`src/hw/rtl/drp_pkg.sv`:
```
// ----------------------------------------------------------------------------
// Dead reckoning predictor package
// Shared widths, codes and state type for the predictor and its serial units.
// ----------------------------------------------------------------------------
package drp_pkg;

    localparam int HISTORY_DEPTH = 3;
    localparam int CW            = 32;              // coordinate width
    localparam int TW            = 32;              // timestamp width
    localparam int FRAC          = 16;              // fractional bits of time
    localparam int DIVW          = CW + 1 + FRAC;   // dividend / quotient width
    localparam int PRODW         = DIVW + TW;       // full speed * time product
    localparam int MAGW          = CW + 2;          // capped displacement width
    localparam int SUMW          = CW + 3;          // position plus displacement
    localparam int CNTW          = $clog2(HISTORY_DEPTH + 1);

    localparam logic [PRODW-1:0] MAG_CAP = PRODW'(1) << (CW + 1);
    localparam logic signed [SUMW-1:0] CMAX = SUMW'((64'sd1 <<< (CW - 1)) - 64'sd1);
    localparam logic signed [SUMW-1:0] CMIN = -CMAX - SUMW'(1);

    localparam logic CMD_MSG  = 1'b0;
    localparam logic CMD_TICK = 1'b1;

    localparam logic CFG_SEND_RATE = 1'b0;
    localparam logic CFG_PRED_MODE = 1'b1;

    typedef enum logic [2:0] {
        ST_IDLE,
        ST_AXIS,
        ST_DIV,
        ST_MUL,
        ST_DONE
    } t_state;

    typedef struct packed {
        logic div_start;
        logic mul_start;
        logic res_wr;
    } t_seq_ctrl;

endpackage

```
`src/hw/rtl/drp_if.sv`:
```
// ----------------------------------------------------------------------------
// Dead reckoning predictor channels
// Valid/ready channels for input items and result items.
// ----------------------------------------------------------------------------
interface drp_in_if;
    logic        valid;
    logic        ready;
    logic        command;
    logic signed [31:0] in_x;
    logic signed [31:0] in_y;
    logic signed [31:0] in_look_x;
    logic signed [31:0] in_look_y;
    logic [31:0] stamp;

    modport source (output valid, command, in_x, in_y, in_look_x, in_look_y, stamp,
                    input ready);
    modport sink   (input valid, command, in_x, in_y, in_look_x, in_look_y, stamp,
                    output ready);
endinterface

interface drp_out_if;
    logic        valid;
    logic        ready;
    logic        accepted;
    logic signed [31:0] out_x;
    logic signed [31:0] out_y;
    logic signed [31:0] out_look_x;
    logic signed [31:0] out_look_y;

    modport source (output valid, accepted, out_x, out_y, out_look_x, out_look_y,
                    input ready);
    modport sink   (input valid, accepted, out_x, out_y, out_look_x, out_look_y,
                    output ready);
endinterface

```
`src/hw/rtl/dead_reckoning_predictor_top.sv`:
```
// ----------------------------------------------------------------------------
// Dead reckoning predictor
// Stores position messages and extrapolates the shown position on ticks.
// ----------------------------------------------------------------------------
// Usage:
//   i_item carries messages (command 0) and display ticks (command 1); each
//   transfer gives exactly one result on o_result. Config is written through
//   i_cfg_we / i_cfg_idx / i_cfg_data; the user must write it only while the
//   block is idle, as the block itself does not enforce this. Messages and
//   ticks that do not extrapolate pass from the idle state through ST_DONE
//   into the output register. A tick whose two newest messages share a time
//   skips the serial units. An extrapolating tick runs x then y through one
//   serial divider and one serial multiplier; the divider bit loop takes the
//   longest. Ready is high only while the sequencer is idle and out of reset.
//   No prediction history is kept: the second extrapolation would run from
//   the newest prediction to its own time, so it equals the first and the
//   midpoint of the two is simply the first.
//   A result waiting in the output register does not block the next input
//   transfer; the sequencer holds its finished result until the register
//   frees up when the receiver stalls.
//   Reset empties the history, clears the shown position and look point,
//   sets send_rate to 0 and turns prediction on.
// ----------------------------------------------------------------------------
module dead_reckoning_predictor_top
    import drp_pkg::*;
(
    input  logic        i_clk,
    input  logic        i_rst_n,
    input  logic        i_cfg_we,
    input  logic        i_cfg_idx,
    input  logic [31:0] i_cfg_data,
    drp_in_if.sink      i_item,
    drp_out_if.source   o_result
);
    t_state r_state, n_state;
    t_seq_ctrl ctrl;

    logic [TW-1:0]          r_send_rate;
    logic                   r_mode;
    logic signed [CW-1:0]   r_rx0, r_rx1, r_ry0, r_ry1;
    logic [TW-1:0]          r_t0, r_t1;
    logic [CNTW-1:0]        r_count;
    logic signed [31:0]     r_look_x, r_look_y;
    logic signed [CW-1:0]   r_shown_x, r_shown_y;
    logic signed [CW-1:0]   r_px;
    logic [TW-1:0]          r_tick;
    logic                   r_axis;
    logic                   r_acc;
    logic                   r_ov;

    logic                   in_xfer, out_free, fresh;
    logic signed [CW-1:0]   fp, lp;
    logic signed [CW:0]     dp;
    logic signed [TW:0]     dt, ts;
    logic [CW:0]            ad;
    logic [TW-1:0]          at, as_mag;
    logic                   neg, dt_zero;
    logic                   div_done, mul_done;
    logic [DIVW-1:0]        quot;
    logic [PRODW-1:0]       prod, pshift;
    logic [MAGW-1:0]        mcap;
    logic signed [SUMW-1:0] sum;
    logic signed [CW-1:0]   res;

    assign in_xfer  = i_item.valid && i_item.ready;
    assign out_free = !r_ov || o_result.ready;
    assign i_item.ready = i_rst_n && (r_state == ST_IDLE);
    assign fresh = (r_count == '0) ||
                   ({1'b0, i_item.stamp} > ({1'b0, r_t0} + {1'b0, r_send_rate}));

    // operands of the axis in progress
    assign fp = r_axis ? r_ry0 : r_rx0;
    assign lp = r_axis ? r_ry1 : r_rx1;
    assign dp = (CW+1)'(fp) - (CW+1)'(lp);
    assign dt = $signed({1'b0, r_t0}) - $signed({1'b0, r_t1});
    assign ts = $signed({1'b0, r_tick}) - $signed({1'b0, r_t0});
    assign ad = dp[CW] ? (CW+1)'(-dp) : dp;
    assign at = dt[TW] ? TW'(-dt) : dt[TW-1:0];
    assign as_mag = ts[TW] ? TW'(-ts) : ts[TW-1:0];
    assign neg = dp[CW] ^ dt[TW] ^ ts[TW];
    assign dt_zero = (dt == '0);

    drp_div u_div (
        .i_clk      (i_clk),
        .i_rst_n    (i_rst_n),
        .i_start    (ctrl.div_start),
        .i_dividend (ad),
        .i_divisor  (at),
        .o_done     (div_done),
        .o_quot     (quot)
    );

    drp_mul u_mul (
        .i_clk   (i_clk),
        .i_rst_n (i_rst_n),
        .i_start (ctrl.mul_start),
        .i_a     (quot),
        .i_b     (as_mag),
        .o_done  (mul_done),
        .o_prod  (prod)
    );

    // cap the displacement, apply it and saturate
    assign pshift = prod >> FRAC;
    assign mcap = (pshift > MAG_CAP) ? MAG_CAP[MAGW-1:0] : pshift[MAGW-1:0];
    always_comb begin
        sum = neg ? SUMW'(fp) - $signed(SUMW'(mcap)) : SUMW'(fp) + $signed(SUMW'(mcap));
        if (dt_zero) begin
            res = fp;
        end else if (sum > CMAX) begin
            res = CMAX[CW-1:0];
        end else if (sum < CMIN) begin
            res = CMIN[CW-1:0];
        end else begin
            res = sum[CW-1:0];
        end
    end

    always_comb begin
        n_state = r_state;
        unique case (r_state)
            ST_IDLE: begin
                if (in_xfer) begin
                    if (i_item.command == CMD_TICK && r_count != '0 && r_mode &&
                        r_count >= CNTW'(HISTORY_DEPTH)) begin
                        n_state = ST_AXIS;
                    end else begin
                        n_state = ST_DONE;
                    end
                end
            end
            ST_AXIS: begin
                if (dt_zero) begin
                    n_state = r_axis ? ST_DONE : ST_AXIS;
                end else begin
                    n_state = ST_DIV;
                end
            end
            ST_DIV: begin
                if (div_done) begin
                    n_state = ST_MUL;
                end
            end
            ST_MUL: begin
                if (mul_done) begin
                    n_state = r_axis ? ST_DONE : ST_AXIS;
                end
            end
            ST_DONE: begin
                if (out_free) begin
                    n_state = ST_IDLE;
                end
            end
            default: n_state = ST_IDLE;
        endcase
    end

    always_comb begin
        ctrl.div_start = (r_state == ST_AXIS) && !dt_zero;
        ctrl.mul_start = (r_state == ST_DIV) && div_done;
        ctrl.res_wr    = ((r_state == ST_AXIS) && dt_zero) ||
                         ((r_state == ST_MUL) && mul_done);
    end

    always_ff @(posedge i_clk) begin
        if (!i_rst_n) begin
            r_state     <= ST_IDLE;
            r_send_rate <= '0;
            r_mode      <= 1'b1;
            r_count     <= '0;
            r_look_x    <= '0;
            r_look_y    <= '0;
            r_shown_x   <= '0;
            r_shown_y   <= '0;
            r_axis      <= 1'b0;
            r_ov        <= 1'b0;
        end else begin
            r_state <= n_state;
            if (i_cfg_we) begin
                unique case (i_cfg_idx)
                    CFG_SEND_RATE: r_send_rate <= i_cfg_data;
                    CFG_PRED_MODE: r_mode      <= i_cfg_data[0];
                    default: ;
                endcase
            end
            if (in_xfer) begin
                r_axis <= 1'b0;
                if (i_item.command == CMD_MSG) begin
                    if (fresh) begin
                        r_look_x <= i_item.in_look_x;
                        r_look_y <= i_item.in_look_y;
                        if (r_count < CNTW'(HISTORY_DEPTH)) begin
                            r_count <= r_count + CNTW'(1);
                        end
                    end
                end else if (r_count != '0 && !r_mode) begin
                    r_shown_x <= r_rx0;
                    r_shown_y <= r_ry0;
                end
            end
            if (ctrl.res_wr) begin
                r_axis <= 1'b1;
                if (r_axis) begin
                    r_shown_x <= r_px;
                    r_shown_y <= res;
                end
            end
            // load the output register, drop it once transferred
            if (r_state == ST_DONE && out_free) begin
                r_ov <= 1'b1;
            end else if (o_result.ready) begin
                r_ov <= 1'b0;
            end
        end
    end

    always_ff @(posedge i_clk) begin
        if (in_xfer) begin
            r_acc  <= (i_item.command == CMD_MSG) && fresh;
            r_tick <= i_item.stamp;
            if (i_item.command == CMD_MSG && fresh) begin
                r_rx1 <= r_rx0;
                r_ry1 <= r_ry0;
                r_t1  <= r_t0;
                r_rx0 <= i_item.in_x;
                r_ry0 <= i_item.in_y;
                r_t0  <= i_item.stamp;
            end
        end
        if (ctrl.res_wr && !r_axis) begin
            r_px <= res;
        end
        if (r_state == ST_DONE && out_free) begin
            o_result.accepted   <= r_acc;
            o_result.out_x      <= r_shown_x;
            o_result.out_y      <= r_shown_y;
            o_result.out_look_x <= r_look_x;
            o_result.out_look_y <= r_look_y;
        end
    end

    assign o_result.valid = r_ov;
endmodule

```
`src/hw/rtl/drp_div.sv`:
```
// ----------------------------------------------------------------------------
// Serial divider
// Restoring divider, one quotient bit per cycle, dividend scaled by 2^FRAC.
// ----------------------------------------------------------------------------
module drp_div
    import drp_pkg::*;
(
    input  logic            i_clk,
    input  logic            i_rst_n,
    input  logic            i_start,
    input  logic [CW:0]     i_dividend,
    input  logic [TW-1:0]   i_divisor,
    output logic            o_done,
    output logic [DIVW-1:0] o_quot
);
    localparam int DCW = $clog2(DIVW);
    localparam logic [DCW-1:0] LAST = DCW'(DIVW - 1);

    logic            r_busy;
    logic [DCW-1:0]  r_cnt;
    logic [TW-1:0]   r_rem;
    logic [TW-1:0]   r_div;
    logic [DIVW-1:0] r_num;
    logic            r_done;
    logic [TW:0]     trial;
    logic            fits;

    assign trial = {r_rem, r_num[DIVW-1]};
    assign fits  = trial >= {1'b0, r_div};

    always_ff @(posedge i_clk) begin
        if (!i_rst_n) begin
            r_busy <= 1'b0;
            r_done <= 1'b0;
            r_cnt  <= '0;
        end else begin
            r_done <= 1'b0;
            if (i_start) begin
                r_busy <= 1'b1;
                r_cnt  <= '0;
            end else if (r_busy) begin
                r_cnt <= r_cnt + DCW'(1);
                if (r_cnt == LAST) begin
                    r_busy <= 1'b0;
                    r_done <= 1'b1;
                end
            end
        end
    end

    always_ff @(posedge i_clk) begin
        if (i_start) begin
            r_rem <= '0;
            r_div <= i_divisor;
            r_num <= {i_dividend, {FRAC{1'b0}}};
        end else if (r_busy) begin
            // remainder stays below the divisor, so TW bits hold it
            r_rem <= fits ? TW'(trial - {1'b0, r_div}) : trial[TW-1:0];
            r_num <= {r_num[DIVW-2:0], fits};
        end
    end

    assign o_done = r_done;
    assign o_quot = r_num;
endmodule

```
`src/hw/rtl/drp_mul.sv`:
```
// ----------------------------------------------------------------------------
// Serial multiplier
// Shift-and-add multiplier, one multiplier bit per cycle.
// ----------------------------------------------------------------------------
module drp_mul
    import drp_pkg::*;
(
    input  logic             i_clk,
    input  logic             i_rst_n,
    input  logic             i_start,
    input  logic [DIVW-1:0]  i_a,
    input  logic [TW-1:0]    i_b,
    output logic             o_done,
    output logic [PRODW-1:0] o_prod
);
    localparam int MCW = $clog2(TW);
    localparam logic [MCW-1:0] LAST = MCW'(TW - 1);

    logic             r_busy;
    logic             r_done;
    logic [MCW-1:0]   r_cnt;
    logic [PRODW-1:0] r_acc;
    logic [PRODW-1:0] r_a;
    logic [TW-1:0]    r_b;

    always_ff @(posedge i_clk) begin
        if (!i_rst_n) begin
            r_busy <= 1'b0;
            r_done <= 1'b0;
            r_cnt  <= '0;
        end else begin
            r_done <= 1'b0;
            if (i_start) begin
                r_busy <= 1'b1;
                r_cnt  <= '0;
            end else if (r_busy) begin
                r_cnt <= r_cnt + MCW'(1);
                if (r_cnt == LAST) begin
                    r_busy <= 1'b0;
                    r_done <= 1'b1;
                end
            end
        end
    end

    always_ff @(posedge i_clk) begin
        if (i_start) begin
            r_acc <= '0;
            r_a   <= PRODW'(i_a);
            r_b   <= i_b;
        end else if (r_busy) begin
            if (r_b[0]) begin
                r_acc <= r_acc + r_a;
            end
            r_a <= r_a << 1;
            r_b <= r_b >> 1;
        end
    end

    assign o_done = r_done;
    assign o_prod = r_acc;
endmodule

```
`src/flat_wrapper.sv`:
```
// flat-port wrapper written by rule: the top's interface ports become plain ports
module dead_reckoning_predictor_top_flat import drp_pkg::*;
  (i_clk, i_rst_n, i_cfg_we, i_cfg_idx, i_cfg_data, i_item_valid, i_item_command, i_item_in_x, i_item_in_y, i_item_in_look_x, i_item_in_look_y, i_item_stamp, i_item_ready, o_result_valid, o_result_accepted, o_result_out_x, o_result_out_y, o_result_out_look_x, o_result_out_look_y, o_result_ready);
  drp_in_if i_item_i ();
  drp_out_if o_result_i ();
  input  logic i_clk;
  input  logic i_rst_n;
  input  logic i_cfg_we;
  input  logic i_cfg_idx;
  input  logic [31:0] i_cfg_data;
  input wire logic [$bits(i_item_i.valid)-1:0] i_item_valid;
  input wire logic [$bits(i_item_i.command)-1:0] i_item_command;
  input wire logic [$bits(i_item_i.in_x)-1:0] i_item_in_x;
  input wire logic [$bits(i_item_i.in_y)-1:0] i_item_in_y;
  input wire logic [$bits(i_item_i.in_look_x)-1:0] i_item_in_look_x;
  input wire logic [$bits(i_item_i.in_look_y)-1:0] i_item_in_look_y;
  input wire logic [$bits(i_item_i.stamp)-1:0] i_item_stamp;
  output wire logic [$bits(i_item_i.ready)-1:0] i_item_ready;
  output wire logic [$bits(o_result_i.valid)-1:0] o_result_valid;
  output wire logic [$bits(o_result_i.accepted)-1:0] o_result_accepted;
  output wire logic [$bits(o_result_i.out_x)-1:0] o_result_out_x;
  output wire logic [$bits(o_result_i.out_y)-1:0] o_result_out_y;
  output wire logic [$bits(o_result_i.out_look_x)-1:0] o_result_out_look_x;
  output wire logic [$bits(o_result_i.out_look_y)-1:0] o_result_out_look_y;
  input wire logic [$bits(o_result_i.ready)-1:0] o_result_ready;
  assign i_item_i.valid = i_item_valid;
  assign i_item_i.command = i_item_command;
  assign i_item_i.in_x = i_item_in_x;
  assign i_item_i.in_y = i_item_in_y;
  assign i_item_i.in_look_x = i_item_in_look_x;
  assign i_item_i.in_look_y = i_item_in_look_y;
  assign i_item_i.stamp = i_item_stamp;
  assign i_item_ready = i_item_i.ready;
  assign o_result_valid = o_result_i.valid;
  assign o_result_accepted = o_result_i.accepted;
  assign o_result_out_x = o_result_i.out_x;
  assign o_result_out_y = o_result_i.out_y;
  assign o_result_out_look_x = o_result_i.out_look_x;
  assign o_result_out_look_y = o_result_i.out_look_y;
  assign o_result_i.ready = o_result_ready;
  dead_reckoning_predictor_top u_core (.i_clk(i_clk), .i_rst_n(i_rst_n), .i_cfg_we(i_cfg_we), .i_cfg_idx(i_cfg_idx), .i_cfg_data(i_cfg_data), .i_item(i_item_i), .o_result(o_result_i));
endmodule
```
`config.mk`:
```
export PLATFORM = sky130hd
export DESIGN_NAME = dead_reckoning_predictor_top_flat
export DESIGN_NICKNAME = d
export VERILOG_FILES = /design/src/hw/rtl/drp_pkg.sv /design/src/hw/rtl/drp_if.sv /design/src/hw/rtl/dead_reckoning_predictor_top.sv /design/src/hw/rtl/drp_div.sv /design/src/hw/rtl/drp_mul.sv /design/src/flat_wrapper.sv
export SDC_FILE = /design/constraint.sdc
export NUM_CORES = 2
export LEC_CHECK = 0
export BUFFER_PORTS_ARGS = -buffer_cell sky130_fd_sc_hd__clkbuf_2
export CELL_PAD_IN_SITES_DETAIL_PLACEMENT = 0
export CELL_PAD_IN_SITES_GLOBAL_PLACEMENT = 1
export CORE_MARGIN = 1
export CORE_UTILIZATION = 50
export DETAILED_ROUTE_END_ITERATION = 12
export PLACE_DENSITY = 0.81
export REMOVE_ABC_BUFFERS = 1
export SLEW_MARGIN = 40
export SYNTH_ARGS = -nofsm -noshare
export SYNTH_HDL_FRONTEND = slang
export SYNTH_SLANG_ARGS = --single-unit
```
`constraint.sdc`:
```
create_clock -name i_clk -period 25.7 [get_ports i_clk]
set_input_delay 2.57 -clock i_clk [delete_from_list [all_inputs] [get_ports i_clk]]
set_output_delay 2.57 -clock i_clk [all_outputs]
set_load 0.02 [all_outputs]
```
==> results.sh <==
export IMPL_status="complete, no violations"
export IMPL_worstPathMaxFanout=59
export IMPL_finish_instance_area_sq_um=57000
export IMPL_area_growth_pct=12.1
export IMPL_yosysTopAreaCell="edfxtp_1"
export IMPL_grt_max_degree=144
export IMPL_p_int_mw=2.71
export IMPL_synthCells=5236
export IMPL_yosysSeqAreaShare=0.450
export IMPL_crit_type="register to register"
export IMPL_comb_power_share=0.217
export IMPL_period_share=0.366
export IMPL_fmax_mhz=106
export IMPL_viasPerCell=5.64
export IMPL_dr_first_iter_drc_count=2624
export IMPL_first_global_vias=37500
export IMPL_crit_top_cell="o211a_1"
export IMPL_clock_latency_ns=0.69
export IMPL_crit_start="u_core.r_axis"
export IMPL_cts_buffers=95
export IMPL_setup_violations=0
export IMPL_coreArea_sq_um=100000
export IMPL_cts_tree="built"
export IMPL_dieArea_sq_um=103000
export IMPL_place_gp_congestion=0.884
export IMPL_ant_nets=0
export IMPL_synth_edf_count=532
export IMPL_antenna_found_initial=5
export IMPL_syn_area_sq_um=50800
export IMPL_crit_path_start_kind="register"
export IMPL_p_sw_mw=1.13
export IMPL_cts_resized=0
export IMPL_die_w_um=321
export IMPL_dr_total_vias=39000
export IMPL_hold_ws_ns=0.422
export IMPL_synth_area_leaders="edfxtp_1 31%, dfxtp_1 14%, ha_1 7.8%"
export IMPL_cp_arrival_ns=10.04
export IMPL_drive_above_1_share=0.114
export IMPL_wl_per_cell_um=18.3
export IMPL_seqPwrFrac=0.416
export IMPL_pin_count=330
export IMPL_cts_root_buf="clkbuf_16"
export IMPL_htreeDepth=3
export IMPL_final_seq_area_sq_um=22900
export IMPL_fin_nets=5995
export IMPL_n_fill_cell=9041
export IMPL_final_common_cell="nand2_1"
export IMPL_critPathRequiredTime_ns=26.33
export IMPL_post_cts_buffers=0
export IMPL_cellPowerDensity_nw_per_um2=67.3
export IMPL_clock_power_share=0.368
export IMPL_worstMarginPinSlew_ns=0.829
export IMPL_drt_drc_violations_left=0
export IMPL_synthFlopType="edfxtp_1"
export IMPL_clock_sinks=876
export IMPL_start_util=0.506
export IMPL_grt_use_total=0.241
export IMPL_r2r_cells=30
export IMPL_dpl_worst_slack_ns=16.16
export IMPL_clockBufferDepth=3
export IMPL_hold_path_class="register to register"
export IMPL_min_path_cells=0
export IMPL_finalCriticalPeriod_ns=9.41
export IMPL_p_sw_frac=0.294
export IMPL_cpPeakStageDelay_ns=0.65
export IMPL_most_common_layout_cells="695 x nand2_1, 532 x edfxtp_1, 405 x a21oi_1"
export IMPL_clkTransAtPathRegs_ns=0.06
export IMPL_placedInstanceArea_sq_um=53700
export IMPL_wl_mm=127
export IMPL_async_flop_share=0
export IMPL_dr_pass1_iters=5
export IMPL_synth_cell_types=98
export IMPL_yosysTopAreaCellShare=0.314
export IMPL_p_leak_nw=24.1
export IMPL_gr_total_overflow=0
export IMPL_cp_end_kind="register"
export IMPL_fin_skew_ns=0.0282
export IMPL_peakVddDrop_v=0.0000703
export IMPL_die_h_um=321
export IMPL_rsz0062_at_grt="no"
export IMPL_port_buffers=329
export IMPL_row_count=116
export IMPL_slew_viol_final=0
export IMPL_multiInputGateArea_sq_um=26400
export IMPL_cap_violations=0
export IMPL_grt_pass1_wl_mm=201
export IMPL_crit_slowest_cell="a21oi_2"
export IMPL_syn_avg_cell_area_sq_um=9.71
export IMPL_postLayoutSetupSlackWorst_ns=16.29
export IMPL_hold_violations=0
export IMPL_ctsHoldBuffers=0
export IMPL_max_slew_margin=0.433
export IMPL_yosysWarnings=0
export IMPL_hpwl_mm=92.5
export IMPL_ys_seq_elements=876
export IMPL_hp_start="u_core.r_look_x[10]"
export IMPL_antenna_cells=0
export IMPL_r2r_start="u_core.r_axis"
export IMPL_utilization=0.568
==> cell usage after synthesis, drive strengths merged, types with 118 or more instances <==
library cell	number
xor2	132
a21oi	408
nor2	354
mux2i	235
dfxtp	344
inv	196
nor2b	118
edfxtp	532
clkbuf	172
o21ai	269
xnor2	198
nand2	698
a21o	154
ha	316
==> path summary, 6_finish.rpt <==
path	slack [ns]	to
max reg2reg	16.29	u_core.r_shown_y[9]
min reg2reg	0.42	u_core.o_result.out_look_x[10]
min	0.42	u_core.o_result.out_look_x[10]
max	16.29	u_core.r_shown_y[9]
==> metal layers <==
layer	GRT usage	share of wire
met1	0.334	0.48
met3	0.0463	0.053
met2	0.385	0.45
met4	0.0601	0.024
met5	0	0.00033
==> cell families after synthesis <==
logic type | after synthesis | share of synthesized area
buffers and inverters | 428 | 0.0338
adder cells (fa/ha/maj) | 323 | 0.0805
AND/OR/NAND/NOR | 1673 | 0.153
XOR/XNOR | 330 | 0.0568
flip-flops | 876 | 0.450
multiplexers | 267 | 0.0533
AO/OA/AOI/OAI | 1339 | 0.173
==> layout make-up <==
| class | instances | share of cell area |
|---|---|---|
| Clock buffer | 127 | 0.0469 |
| Clock inverter | 49 | 0.0100 |
| Inverter | 196 | 0.0129 |
| Multi-Input combinational cell | 3932 | 0.463 |
| Sequential cell | 876 | 0.401 |
| Tap cell | 1357 | 0.0298 |
| Timing Repair Buffer | 372 | 0.0361 |
==> stage by stage <==
stage               std cells  setup TNS (ns)  power (mW)
floorplan                5004         -143.19        2.23
finish                   6909               0        3.84
global placement         6730               0        2.43
global route             6909               0        4.01
CTS                      6906               0        3.86
detailed placement       6730               0        2.44
==> power groups by stage <==
stage | sequential (mW) | combinational (mW) | clock (mW)
after floorplan | 1.64 | 0.594 | 0
after global placement | 1.62 | 0.807 | 0
after detailed placement | 1.62 | 0.814 | 0
after CTS | 1.59 | 0.819 | 1.44
after global routing | 1.60 | 0.921 | 1.49
final | 1.59 | 0.831 | 1.41
==> critical path: cells and delay by family, from the launching register on <==
kind | cells | cell delay (ns)
AND/OR/NAND/NOR | 5 | 1.43
XOR/XNOR | 2 | 0.39
multiplexers | 1 | 0.45
adder cells (fa/ha/maj) | 2 | 0.65
AO/OA/AOI/OAI | 16 | 4.62
buffers and inverters | 4 | 1.27
flip-flops | 1 | 0.44
(Power assumes the default switching activity.)
